**src/rtl/ptt_pkg.sv**
```systemverilog
// ----------------------------------------------------------------------------
// ptt_pkg
// Shared types and constants for the page translation table.
// ----------------------------------------------------------------------------
package ptt_pkg;

    localparam int TABLE_ENTRIES_DEF = 64;

    localparam int VA_W     = 64;
    localparam int OFS_W    = 12;
    localparam int VPAGE_W  = 52;
    localparam int PPAGE_W  = 24;
    localparam int CFG_W    = 25;
    localparam int PADDR_W  = 36;
    localparam int OP_W     = 3;
    localparam int STATUS_W = 2;

    localparam logic [CFG_W-1:0] PPAGE_LIMIT = 25'h100_0000;

    localparam logic [OP_W-1:0] OP_TRANSLATE   = 3'd0;
    localparam logic [OP_W-1:0] OP_ALLOCATE    = 3'd1;
    localparam logic [OP_W-1:0] OP_FREE        = 3'd2;
    localparam logic [OP_W-1:0] OP_FLUSH_ENTRY = 3'd3;
    localparam logic [OP_W-1:0] OP_FLUSH_ALL   = 3'd4;
    localparam logic [OP_W-1:0] OP_RESET       = 3'd5;

    localparam logic [STATUS_W-1:0] ST_OK        = 2'd0;
    localparam logic [STATUS_W-1:0] ST_UNMAPPED  = 2'd1;
    localparam logic [STATUS_W-1:0] ST_NO_MEMORY = 2'd2;
    localparam logic [STATUS_W-1:0] ST_FULL      = 2'd3;

    typedef enum logic [1:0] {
        S_IDLE,
        S_SCAN,
        S_FINISH
    } state_t;

    typedef struct packed {
        logic start;
        logic scan;
        logic commit;
    } ptt_cmd_t;

    typedef struct packed {
        logic scan_end;
        logic cmp_pend;
        logic out_free;
    } ptt_stat_t;

endpackage

```
**src/rtl/ptt_ctrl.sv**
```systemverilog
// ----------------------------------------------------------------------------
// ptt_ctrl
// Sequencer: accepts an item, steps the table scan, commits the result.
// ----------------------------------------------------------------------------
module ptt_ctrl (
    input  logic              clk,
    input  logic              rst_n,
    input  logic              s_tvalid,
    output logic              s_tready,
    input  ptt_pkg::ptt_stat_t stat,
    output ptt_pkg::ptt_cmd_t  cmd
);
    import ptt_pkg::*;

    state_t state_reg;
    state_t state_next;

    always_ff @(posedge clk or negedge rst_n)
    begin
        if (!rst_n)
        begin
            state_reg <= S_IDLE;
        end
        else
        begin
            state_reg <= state_next;
        end
    end

    always_comb
    begin
        state_next = state_reg;
        case (state_reg)
            S_IDLE:
            begin
                if (s_tvalid)
                begin
                    state_next = S_SCAN;
                end
            end
            S_SCAN:
            begin
                if (stat.scan_end && !stat.cmp_pend)
                begin
                    state_next = S_FINISH;
                end
            end
            S_FINISH:
            begin
                if (stat.out_free)
                begin
                    state_next = S_IDLE;
                end
            end
            default:
            begin
                state_next = S_IDLE;
            end
        endcase
    end

    always_comb
    begin
        s_tready   = 1'b0;
        cmd.start  = 1'b0;
        cmd.scan   = 1'b0;
        cmd.commit = 1'b0;
        case (state_reg)
            S_IDLE:
            begin
                s_tready  = 1'b1;
                cmd.start = s_tvalid;
            end
            S_SCAN:
            begin
                cmd.scan = !stat.scan_end;
            end
            S_FINISH:
            begin
                cmd.commit = stat.out_free;
            end
            default:
            begin
            end
        endcase
    end

    a_start_to_scan: assert property (@(posedge clk) disable iff (!rst_n)
        cmd.start |=> state_reg == S_SCAN)
        else $error("accepted transfer did not start a scan");

    a_commit_free: assert property (@(posedge clk) disable iff (!rst_n)
        cmd.commit |-> stat.out_free && !stat.cmp_pend)
        else $error("commit while output busy or compare pending");

    a_scan_only: assert property (@(posedge clk) disable iff (!rst_n)
        cmd.scan |-> state_reg == S_SCAN && !s_tready)
        else $error("scan read outside scan state");

endmodule

```
**config.mk**
```make
export PLATFORM = sky130hd
export DESIGN_NAME = ptt_ctrl
export DESIGN_NICKNAME = d
export VERILOG_FILES = /design/src/rtl/ptt_pkg.sv /design/src/rtl/ptt_ctrl.sv
export SDC_FILE = /design/constraint.sdc
export NUM_CORES = 1
export LEC_CHECK = 0
export BUFFER_PORTS_ARGS = -buffer_cell sky130_fd_sc_hd__buf_2
export CAP_MARGIN = 20
export CORE_AREA = 3 3 40 42
export CTS_BUF_LIST = sky130_fd_sc_hd__clkbuf_4
export DETAILED_ROUTE_END_ITERATION = 6
export DIE_AREA = 0 0 43 45
export GPL_TIMING_DRIVEN = 1
export SLEW_MARGIN = 10
export SYNTH_ARGS = -nofsm -noshare
export SYNTH_HDL_FRONTEND = slang
export SYNTH_SLANG_ARGS = --single-unit
```
**constraint.sdc**
```tcl
create_clock -name clk -period 1.1 [get_ports clk]
set_input_delay 0.22 -clock clk [delete_from_list [all_inputs] [get_ports clk]]
set_output_delay 0.22 -clock clk [all_outputs]
set_load 0.03 [all_outputs]
```
==> results.sh <==
export IMPL_outcome="finished, violations left"
export IMPL_violations="setup timing"
export IMPL_yosys_area_share_adder_pct=0
export IMPL_cp_required_ns=0.88
export IMPL_crit_slowest_cell="dfrtp_2"
export IMPL_htreeDepth=1
export IMPL_layout_nets=38
export IMPL_fin_util_pct=22.7
export IMPL_drive_gt1_share_pct=80.0
export IMPL_antenna_left=0
export IMPL_layout_cells_non_filler=45
export IMPL_die_area_mm2=0.00194
export IMPL_start_util_pct=8.47
export IMPL_cts_sinks=2
export IMPL_fmax_mhz=800
export IMPL_rsz0062_at_grt="true"
export IMPL_hp_start="stat[0]"
export IMPL_drc_errors=0
export IMPL_drv_slew=0
export IMPL_routed_wl_um=356
export IMPL_cp_arrival_ns=1.03
export IMPL_worst_setup_path_end_kind="output pin"
export IMPL_gr_usage_all_layers_pct=4.83
export IMPL_leakagePower_nw=0.146
export IMPL_drtPass1Iterations=3
export IMPL_dpl_cell_area_um2=183
export IMPL_startpoint="state_reg[1]$_DFFE_PN0P_"
export IMPL_grt_first_pass_wirelength_um=579
export IMPL_synthXorXnorAreaFrac_pct=0
export IMPL_cp_start_kind="flip-flop"
export IMPL_power_density_mw_per_mm2=1850
export IMPL_hold_viol_final=0
export IMPL_synth_seq_area_share_pct=46.0
export IMPL_synth_top_family_by_area="simple AND/OR/NAND/NOR gates"
export IMPL_synth_distinct_cells=9
export IMPL_cts_tree="done"
export IMPL_layout_setup_ws_ns=-0.150
export IMPL_dieWidth_um=43
export IMPL_portBuffers=9
export IMPL_fin_skew_ns=0.00167
export IMPL_synthMuxAreaShare_pct=0
export IMPL_row_count=13
export IMPL_path_max_fanout=4
export IMPL_syn2layout_area_growth_pct=168
export IMPL_syn_inst=12
export IMPL_clkLatencyLatePin_ns=0.22
export IMPL_path_clk_slew_ns=0.03
export IMPL_relSlewSlack_pct=90.8
export IMPL_setup_viol=4
export IMPL_die_height_um=45
export IMPL_fin_crit_ns=1.25
export IMPL_synth_area_um2=109
export IMPL_cts_buffers=3
export IMPL_grt_overflow_total=0
export IMPL_io_pins=10
export IMPL_cpPeakStageDelay_ns=0.42
export IMPL_drv_cap=0
export IMPL_netlist_area_leader_share_pct=46.0
export IMPL_via_per_inst=3.36
export IMPL_critical_path_cell_chain="nor2_2, and2_4, buf_6"
export IMPL_syn_nets=18
export IMPL_worstHoldPathType="in -> reg"
export IMPL_regArea_um2=52.6
export IMPL_cts_path_max_buffers=2
export IMPL_antenna_found_initial=0
export IMPL_fill_cells=153
export IMPL_synth_simple_area_share_pct=32.2
export IMPL_place_inst=36
export IMPL_synth_compound_gate_area_share_pct=14.9
export IMPL_design_core_area_mm2=0.00128
export IMPL_ys_top_cells_by_area="dfrtp_1, o211a_1, inv_1"
export IMPL_multi_input_area_um2=76.3
export IMPL_cts_root_buf="clkbuf_4"
export IMPL_setup_tns_ns=-0.490
export IMPL_syn_area_per_cell_um2=9.07
export IMPL_grt_pass1_vias=165
export IMPL_tightestPinTransition_ns=0.138
export IMPL_ys_warnings_count=0
export IMPL_largest_register_ffs=2
export IMPL_period_share_pct=114
export IMPL_drt_iter0_drc=2
export IMPL_vias=151
export IMPL_ys_seq_elements=2
export IMPL_ff2ff_setup_slack_ns=0.16
export IMPL_r2r_start="state_reg[0]$_DFFE_PN0P_"
export IMPL_gp_congestion=0.558
export IMPL_peakVddDrop_mv=0.430
export IMPL_diodes=0
export IMPL_dp_slack_ns=0.0256
export IMPL_yosysTopAreaCell="dfrtp_1"
export IMPL_wl_per_cell_um=7.91
export IMPL_crit_type="reg -> out"
export IMPL_grt_max_degree=6
export IMPL_final_design_area_no_fill_um2=292
==> cell usage in the layout (no fill, tap or decap) <==
master and n:
and2_4 1, buf_2 5, buf_4 6, buf_6 3
clkbuf_4 3, dfrtp_2 2, dlygate4sd3_1 1, inv_1 2
nand2b_4 1, nand3b_1 1, nor2_2 1, nor2_4 1
nor3b_2 1, o211a_1 1, o22ai_1 1
==> cell families (layout without fill, tap and decap cells) <==
logic type,after synthesis,in the layout
buf+inv,2,20
flops,2,2
compound gates,2,2
simple gates,6,6
==> worst paths after layout <==
path | to | cells past startpoint
worst min register to register | state_reg[1]$_DFFE_PN0P_ | 2
worst max-delay path | cmd[2] | 3
min in group asynchronous | state_reg[0]$_DFFE_PN0P_ | 2
worst min-delay path | state_reg[1]$_DFFE_PN0P_ | 2
max in group asynchronous | state_reg[1]$_DFFE_PN0P_ | 2
worst max register to register | state_reg[1]$_DFFE_PN0P_ | 3
==> where the power goes <==
part	switching (mW)	leakage (nW)	total (mW)	internal [mW]
sequential	0.0222	0.0222	0.116	0.0941
combinational	0.113	0.110	0.258	0.145
clock	0.0435	0.0138	0.164	0.121
total	0.178	0.146	0.538	0.360
==> routing by layer <==
metal  global-route usage (%)  up-vias  routed length (µm)
met5                        0        -                   0
met2                     6.59        7                 186
li1                         -       77                   -
met4                     7.23        0                   0
met1                     4.35       67                 115
met3                     2.39        0                  54
==> synthesized netlist by cell type, drive strengths merged <==
master  number
nand3b       1
o211a        1
nand2b       1
o22ai        1
nor3b        1
nor2         2
inv          2
and2         1
dfrtp        2
==> final cells by class <==
type                       count  share of cell area, %
clock buffer                   3                   7.73
inverter                       2                   2.58
timing repair buffer          15                   39.1
sequential                     2                   18.0
tap                           15                   6.44
multi-input combinational      8                   26.2
==> worst max-delay path: cells and delay by family (launching register included) <==
family / cells / cell delay, ns
buffers and inverters: 1 / 0.12
and+or+nand+nor: 2 / 0.27
DFF: 1 / 0.42
==> per-stage QoR <==
| step | hold WS, ns | power [mW] |
|---|---|---|
| after global placement | 0.00715 | 0.260 |
| after floorplan | -0.0756 | 0.216 |
| after detailed placement | 0.00864 | 0.262 |
| after CTS | 0.199 | 0.541 |
| after global routing | 0.233 | 0.572 |
| final | 0.213 | 0.538 |
==> timing repair <==
| item | 4_1_cts | 5_1_grt |
|---|---|---|
| hold buffers | 1 | 0 |
| setup endpoints to repair | 4 | 4 |
| endpoints found under the hold margin | 2 | 0 |
| pin swaps | 3 | 1 |
| gates resized for setup | 10 | 2 |
| buffers inserted | 4 | 1 |
(Power assumes the default switching activity.)
