`src/rtl/ptt_pkg.sv`:
```
// ----------------------------------------------------------------------------
// ptt_pkg
// Shared types and constants for the page translation table.
// ----------------------------------------------------------------------------
package ptt_pkg;

    localparam int TABLE_ENTRIES_DEF = 64;

    localparam int VA_W     = 64;
    localparam int OFS_W    = 12;
    localparam int VPAGE_W  = 52;
    localparam int PPAGE_W  = 24;
    localparam int CFG_W    = 25;
    localparam int PADDR_W  = 36;
    localparam int OP_W     = 3;
    localparam int STATUS_W = 2;

    localparam logic [CFG_W-1:0] PPAGE_LIMIT = 25'h100_0000;

    localparam logic [OP_W-1:0] OP_TRANSLATE   = 3'd0;
    localparam logic [OP_W-1:0] OP_ALLOCATE    = 3'd1;
    localparam logic [OP_W-1:0] OP_FREE        = 3'd2;
    localparam logic [OP_W-1:0] OP_FLUSH_ENTRY = 3'd3;
    localparam logic [OP_W-1:0] OP_FLUSH_ALL   = 3'd4;
    localparam logic [OP_W-1:0] OP_RESET       = 3'd5;

    localparam logic [STATUS_W-1:0] ST_OK        = 2'd0;
    localparam logic [STATUS_W-1:0] ST_UNMAPPED  = 2'd1;
    localparam logic [STATUS_W-1:0] ST_NO_MEMORY = 2'd2;
    localparam logic [STATUS_W-1:0] ST_FULL      = 2'd3;

    typedef enum logic [1:0] {
        S_IDLE,
        S_SCAN,
        S_FINISH
    } state_t;

    typedef struct packed {
        logic start;
        logic scan;
        logic commit;
    } ptt_cmd_t;

    typedef struct packed {
        logic scan_end;
        logic cmp_pend;
        logic out_free;
    } ptt_stat_t;

endpackage

```
`src/rtl/ptt_datapath.sv`:
```
// ----------------------------------------------------------------------------
// ptt_datapath
// Entry memory, valid bits, page counter, scan compare and output register.
// ----------------------------------------------------------------------------
module ptt_datapath #(
    parameter int TABLE_ENTRIES = ptt_pkg::TABLE_ENTRIES_DEF
) (
    input  logic                          clk,
    input  logic                          rst_n,
    input  ptt_pkg::ptt_cmd_t             cmd,
    output ptt_pkg::ptt_stat_t            stat,
    input  logic [ptt_pkg::OP_W-1:0]      in_op,
    input  logic [ptt_pkg::VA_W-1:0]      in_va,
    input  logic [ptt_pkg::CFG_W-1:0]     cfg_pages,
    output logic                          out_valid,
    input  logic                          out_ready,
    output logic [ptt_pkg::STATUS_W-1:0]  out_status,
    output logic [ptt_pkg::PADDR_W-1:0]   out_addr
);
    import ptt_pkg::*;

    localparam int IDX_W = (TABLE_ENTRIES > 1) ? $clog2(TABLE_ENTRIES) : 1;
    localparam int CNT_W = $clog2(TABLE_ENTRIES + 1);

    logic [VPAGE_W-1:0] vpage_mem [TABLE_ENTRIES];
    logic [PPAGE_W-1:0] ppage_mem [TABLE_ENTRIES];

    logic [OP_W-1:0]          op_reg;
    logic [VA_W-1:0]          va_reg;
    logic [CNT_W-1:0]         cnt_reg;
    logic [VPAGE_W-1:0]       vp_rd_reg;
    logic [PPAGE_W-1:0]       pp_rd_reg;
    logic                     cmp_pend_reg;
    logic [IDX_W-1:0]         cmp_idx_reg;
    logic                     hit_reg;
    logic [IDX_W-1:0]         hit_idx_reg;
    logic [PPAGE_W-1:0]       hit_pp_reg;
    logic                     free_reg;
    logic [IDX_W-1:0]         free_idx_reg;
    logic [TABLE_ENTRIES-1:0] valid_reg;
    logic [TABLE_ENTRIES-1:0] valid_next;
    logic [CFG_W-1:0]         count_reg;
    logic [CFG_W-1:0]         count_next;
    logic                     out_valid_reg;
    logic [STATUS_W-1:0]      status_reg;
    logic [STATUS_W-1:0]      status_next;
    logic [PADDR_W-1:0]       addr_reg;
    logic [PADDR_W-1:0]       addr_next;

    logic [VPAGE_W-1:0] item_vpage;
    logic               cmp_valid;
    logic               cmp_match;
    logic [CFG_W-1:0]   limit;
    logic               wr_en;
    logic [IDX_W-1:0]   wr_idx;

    assign item_vpage = va_reg[VA_W-1:OFS_W];
    assign cmp_valid  = valid_reg[cmp_idx_reg];
    assign cmp_match  = cmp_valid && (vp_rd_reg == item_vpage);
    assign limit      = cfg_pages[CFG_W-1] ? PPAGE_LIMIT : cfg_pages;

    assign stat.scan_end = (cnt_reg == CNT_W'(TABLE_ENTRIES));
    assign stat.cmp_pend = cmp_pend_reg;
    assign stat.out_free = !out_valid_reg || out_ready;

    // item capture
    always_ff @(posedge clk)
    begin
        if (cmd.start)
        begin
            op_reg <= in_op;
            va_reg <= in_va;
        end
    end

    // entry memory: scan read port, commit write port
    always_ff @(posedge clk)
    begin
        if (cmd.scan)
        begin
            vp_rd_reg <= vpage_mem[cnt_reg[IDX_W-1:0]];
            pp_rd_reg <= ppage_mem[cnt_reg[IDX_W-1:0]];
        end
        if (wr_en)
        begin
            vpage_mem[wr_idx] <= item_vpage;
            ppage_mem[wr_idx] <= count_reg[PPAGE_W-1:0];
        end
    end

    // scan bookkeeping
    always_ff @(posedge clk or negedge rst_n)
    begin
        if (!rst_n)
        begin
            cnt_reg      <= '0;
            cmp_pend_reg <= 1'b0;
            cmp_idx_reg  <= '0;
            hit_reg      <= 1'b0;
            free_reg     <= 1'b0;
        end
        else
        begin
            cmp_pend_reg <= cmd.scan;
            if (cmd.start)
            begin
                cnt_reg  <= '0;
                hit_reg  <= 1'b0;
                free_reg <= 1'b0;
            end
            else
            begin
                if (cmd.scan)
                begin
                    cnt_reg     <= cnt_reg + CNT_W'(1);
                    cmp_idx_reg <= cnt_reg[IDX_W-1:0];
                end
                if (cmp_pend_reg && cmp_match && !hit_reg)
                begin
                    hit_reg <= 1'b1;
                end
                if (cmp_pend_reg && !cmp_valid && !free_reg)
                begin
                    free_reg <= 1'b1;
                end
            end
        end
    end

    always_ff @(posedge clk)
    begin
        if (cmp_pend_reg && cmp_match && !hit_reg)
        begin
            hit_idx_reg <= cmp_idx_reg;
            hit_pp_reg  <= pp_rd_reg;
        end
        if (cmp_pend_reg && !cmp_valid && !free_reg)
        begin
            free_idx_reg <= cmp_idx_reg;
        end
    end

    // commit
    always_comb
    begin
        valid_next  = valid_reg;
        count_next  = count_reg;
        status_next = ST_OK;
        addr_next   = '0;
        wr_en       = 1'b0;
        wr_idx      = hit_reg ? hit_idx_reg : free_idx_reg;
        case (op_reg)
            OP_TRANSLATE:
            begin
                if (hit_reg)
                begin
                    addr_next = {hit_pp_reg, va_reg[OFS_W-1:0]};
                end
                else
                begin
                    status_next = ST_UNMAPPED;
                end
            end
            OP_ALLOCATE:
            begin
                if (({1'b0, count_reg} + (CFG_W+1)'(1)) > {1'b0, limit})
                begin
                    status_next = ST_NO_MEMORY;
                end
                else if (!hit_reg && !free_reg)
                begin
                    status_next = ST_FULL;
                end
                else
                begin
                    wr_en              = 1'b1;
                    valid_next[wr_idx] = 1'b1;
                    addr_next          = {count_reg[PPAGE_W-1:0], {OFS_W{1'b0}}};
                    count_next         = count_reg + CFG_W'(1);
                end
            end
            OP_FREE:
            begin
                if (hit_reg)
                begin
                    valid_next[hit_idx_reg] = 1'b0;
                    if (count_reg != '0)
                    begin
                        count_next = count_reg - CFG_W'(1);
                    end
                end
                else
                begin
                    status_next = ST_UNMAPPED;
                end
            end
            OP_FLUSH_ENTRY:
            begin
                if (hit_reg)
                begin
                    valid_next[hit_idx_reg] = 1'b0;
                end
                else
                begin
                    status_next = ST_UNMAPPED;
                end
            end
            OP_FLUSH_ALL:
            begin
                valid_next = '0;
            end
            OP_RESET:
            begin
                valid_next = '0;
                count_next = '0;
            end
            default:
            begin
            end
        endcase
        if (!cmd.commit)
        begin
            wr_en      = 1'b0;
            valid_next = valid_reg;
            count_next = count_reg;
        end
    end

    always_ff @(posedge clk or negedge rst_n)
    begin
        if (!rst_n)
        begin
            valid_reg     <= '0;
            count_reg     <= '0;
            out_valid_reg <= 1'b0;
        end
        else
        begin
            valid_reg <= valid_next;
            count_reg <= count_next;
            if (cmd.commit)
            begin
                out_valid_reg <= 1'b1;
            end
            else if (out_ready)
            begin
                out_valid_reg <= 1'b0;
            end
        end
    end

    always_ff @(posedge clk)
    begin
        if (cmd.commit)
        begin
            status_reg <= status_next;
            addr_reg   <= addr_next;
        end
    end

    assign out_valid  = out_valid_reg;
    assign out_status = status_reg;
    assign out_addr   = addr_reg;

    a_count_bound: assert property (@(posedge clk) disable iff (!rst_n)
        count_reg <= PPAGE_LIMIT)
        else $error("page count above physical page limit");

    a_commit_shows: assert property (@(posedge clk) disable iff (!rst_n)
        cmd.commit |=> out_valid_reg)
        else $error("committed result not presented");

    a_hit_is_valid: assert property (@(posedge clk) disable iff (!rst_n)
        cmd.commit && hit_reg |-> valid_reg[hit_idx_reg])
        else $error("hit entry is not valid at commit");

endmodule
```
`config.mk`:
```
export PLATFORM = sky130hd
export DESIGN_NAME = ptt_datapath
export DESIGN_NICKNAME = d
export VERILOG_FILES = /design/src/rtl/ptt_pkg.sv /design/src/rtl/ptt_datapath.sv
export SDC_FILE = /design/constraint.sdc
export NUM_CORES = 2
export LEC_CHECK = 0
export BUFFER_PORTS_ARGS = -buffer_cell sky130_fd_sc_hd__clkbuf_2
export CORE_MARGIN = 1
export CORE_UTILIZATION = 40
export CTS_CLUSTER_SIZE = 16
export DETAILED_ROUTE_END_ITERATION = 10
export PLACE_DENSITY = 0.64
export SYNTH_ARGS = -nofsm -noshare
export SYNTH_HDL_FRONTEND = slang
export SYNTH_MEMORY_MAX_BITS = 65536
export SYNTH_SLANG_ARGS = --single-unit
```
`constraint.sdc`:
```
create_clock -name clk -period 16 [get_ports clk]
set_clock_uncertainty 0.05 [all_clocks]
set_input_delay 0.8 -clock clk [delete_from_list [all_inputs] [get_ports clk]]
set_output_delay 0.8 -clock clk [all_outputs]
set_load 0.005 [all_outputs]
```
==> summary.md <==
| Metric | Value |
|---|---|
| Rows | `258` |
| Largest net degree at the start of global routing | `132` |
| First-pass iteration count of the detailed router | `6` |
| Post-Syn Instances | `8173` |
| Crit path kind | `register to register` |
| Slowest-stage cell, CP | `nor2_4` |
| Die ar. | `501000 um2` |
| CORE AREA | `495000 um2` |
| Syn-to-layout area delta | `13.4%` |
| Worst Max-Slew Pin Slew | `1.44 ns` |
| RD Place Congestion | `0.847` |
| PwrDens | `132 nW/um2` |
| Top-count cell post-synth | `edfxtp_1` |
| Synth area leaders | `edfxtp_1, mux4_2, dfrtp_1` |
| H-tree lvl count | `5` |
| Die width | `708 um` |
| Peak supply drop | `155 uV` |
| Global-route wire length before repair | `759000 um` |
| Post-CTS Resized | `0` |
| Post-placement cell count | `14800` |
| Library cells used by synthesis | `75` |
| Fin. Hold Viols | `0` |
| Mapped Area | `199000 um2` |
| CTS sink cnt | `5187` |
| Clk slew on worst S/H paths | `0.06 ns` |
| Setup TNS | `0 ns` |
| Via count | `96300` |
| Main flop type after synthesis | `edfxtp_1` |
| Total CTS buffers | `478` |
| Crit path capture type | `register` |
| Hold Path Class | `primary input to register` |
| # port buffers | `139` |
| Post-synth EDFFs | `5081` |
| CP arrival | `8.96 ns` |
| Tmin final | `8.34 ns` |
| CP Max Fanout | `72` |
| Asr flop ratio synth | `0.0204` |
| Final worst-path setup slack | `7.66 ns` |
| Starting Density | `0.403` |
| Pwr Total | `30.0 mW` |
| Reg with most FFs | `vpage_mem` |
| Crit-path cells | `buf_4 -> nand4_1 -> nor2_1 -> nand2_1 -> nor2_1 -> and2_1 -> nand3_1 -> xnor2_1 -> ha_1 -> and4_1 -> nand4_1 -> nor3_2 -> nand3_1 -> a2111oi_4 -> buf_4 -> nand2_1 -> nor2_4 -> buf_4 -> buf_4` |
| Yosys warns | `0` |
| Top flop regs | `vpage_mem (3328), ppage_mem (1536)` |
| Synth top area share | `0.765` |
| Worst skew pair latency | `1.04 ns` |
| Routed Antenna Nets | `0` |
| GR Overflow Total | `0` |
| Largest register FFs | `3328` |
| Crit start category | `register` |
| Synthesized flop and latch total | `5187` |
| # Max-Cap Violations | `0` |
| Die H | `708 um` |
| Clock Tree Root | `clkbuf_16` |
| Cell Count, Final, Fillers Out | `15800` |
| Final Routed Wirelength | `544000 um` |
| # setup viols final | `0` |
| DR DRC count | `0` |
| Mapped Nets | `8326` |
| Crit share post-route | `0.522` |
| Clock buffer depth | `4` |
| I/O pins | `140` |
| Crit path largest cell delay | `1.28 ns` |
| Sequential share of the synthesized area | `0.779` |
| DP HPWL | `314000 um` |
| Place WS | `7.73 ns` |
| Fraction of layout cells with a size suffix above 1 | `0.315` |
| Crit-path leading delay family | `simple AND/OR/NAND/NOR gates` |
| Slew headroom | `0.0390` |
| Filler instances | `40100` |
| LEAKAGE | `68.4 nW` |
| CP required | `16.61 ns` |
| RSZ-0062 raised after global routing | `false` |
| Fin nets | `8887` |
| F_max | `120 MHz` |
| Area leader, netlist | `edfxtp_1` |
| Hold slack | `0.125 ns` |
| Run status | `complete, no violations` |
| Initial drt markers | `15300` |
| Crit path top cell by count | `buf_4` |
| Vias in the first global route | `94000` |
| CP Buf/Inv Count | `4` |
| WL/cell | `34.4 um` |
| CTS tree | `done` |
| Avg Inst Size Synth | `24.4 um2` |
| Most instantiated cells after synthesis | `edfxtp_1, mux4_2, clkbuf_1` |
| Vias/cell | `6.09` |
| Gr usage total | `0.214` |
| Fin. max-slew vios | `0` |
| Initial antenna violation count | `71` |
## logic make-up (layout without fill, tap and decap cells)
family	after synthesis	after routing	share of synthesized area
XOR/XNOR	82	82	0.00360
adder cells (fa/ha/maj)	55	55	0.00349
multiplexers	1629	1629	0.183
buffers and inverters	470	1448	0.0100
flip-flops	5187	5187	0.779
AO/OA/AOI/OAI	331	331	0.0111
other	0	38	0
AND/OR/NAND/NOR	419	419	0.00983
## power by group
part / leakage, nW / total [mW] / internal [mW] / switching, mW
Sequential: 47.4 / 15.7 / 15.6 / 0.101
Clock: 7.68 / 11.6 / 6.50 / 5.06
Combinational: 13.3 / 2.72 / 0.869 / 1.85
## layer usage
metal | vias to the layer above | part of all wire | global-route usage
met2 | 6166 | 0.46 | 0.324
met3 | 729 | 0.11 | 0.0473
met1 | 52800 | 0.40 | 0.318
met4 | 28 | 0.026 | 0.0516
li1 | 36600 | - | -
met5 | - | 0.00040 | 0
## path summary, 6_finish.rpt
kind,from,endpoint,slack [ns],cells past startpoint
worst max-delay path,count_reg[7],vpage_mem[56][50],7.66,19
worst min-delay path,cmd[2],va_reg[23],0.12,1
worst max register to register,count_reg[7],vpage_mem[56][50],7.66,19
worst min register to register,pp_rd_reg[5],hit_pp_reg[5],0.35,0
max in group asynchronous,rst_n,cnt_reg[5],14.04,3
min in group asynchronous,rst_n,valid_reg[14],0.39,2
## worst register-to-register path, stage by stage, from the launching register on
cell and delay [ns]:
dfrtp_2 0.34, buf_4 0.56, nand4_1 0.40, nor2_1 0.25, nand2_1 0.09, nor2_1 0.18, and2_1 0.29, nand3_1 0.14
xnor2_1 0.20, ha_1 0.36, and4_1 0.20, nand4_1 0.20, nor3_2 0.36, nand3_1 0.31, a2111oi_4 0.42, buf_4 0.36
nand2_1 0.51, nor2_4 1.28, buf_4 0.79, buf_4 0.63
## layout by cell type (no fill, tap or decap), drive strengths merged, types with 23 or more instances in the layout
cell         Yosys  final
edfxtp        5081   5081
mux4          1617   1617
clkbuf         234    705
buf            192    302
clkinv           0    230
nor2           194    194
dfrtp          106    106
o21ai           99     99
nand2           85     85
dlygate4sd3      0     69
inv             44     62
bufinv           0     57
ha              54     54
a21oi           53     53
o31ai           51     51
xnor2           49     49
diode            0     38
xor2            33     33
a31oi           32     32
a22o            29     29
nand3           25     25
clkinvlp         0     23
## through the flow
stage                     utilization  area (um2)
after floorplan                     -      199000
after global placement          0.423      210000
after detailed placement        0.424      210000
after CTS                       0.457      226000
after global routing            0.457      226000
final                           0.457      226000
## layout make-up
type                       count  area (um2)  share of cell area
inverter                      44         165            0.000730
clock inverter               328        3260              0.0144
sequential                  5187      155000               0.687
clock buffer                 569       12500              0.0553
timing repair buffer         507        3850              0.0170
antenna                       38        95.1            0.000420
tap                         6630        8300              0.0367
multi-input combinational   2516       42700               0.189
## repair_timing
item | in CTS | in global routing
hold buffers | 69 | 0
setup buffers | 0 | 0
endpoints found under the hold margin | 132 | 0
(Power assumes the default switching activity.)
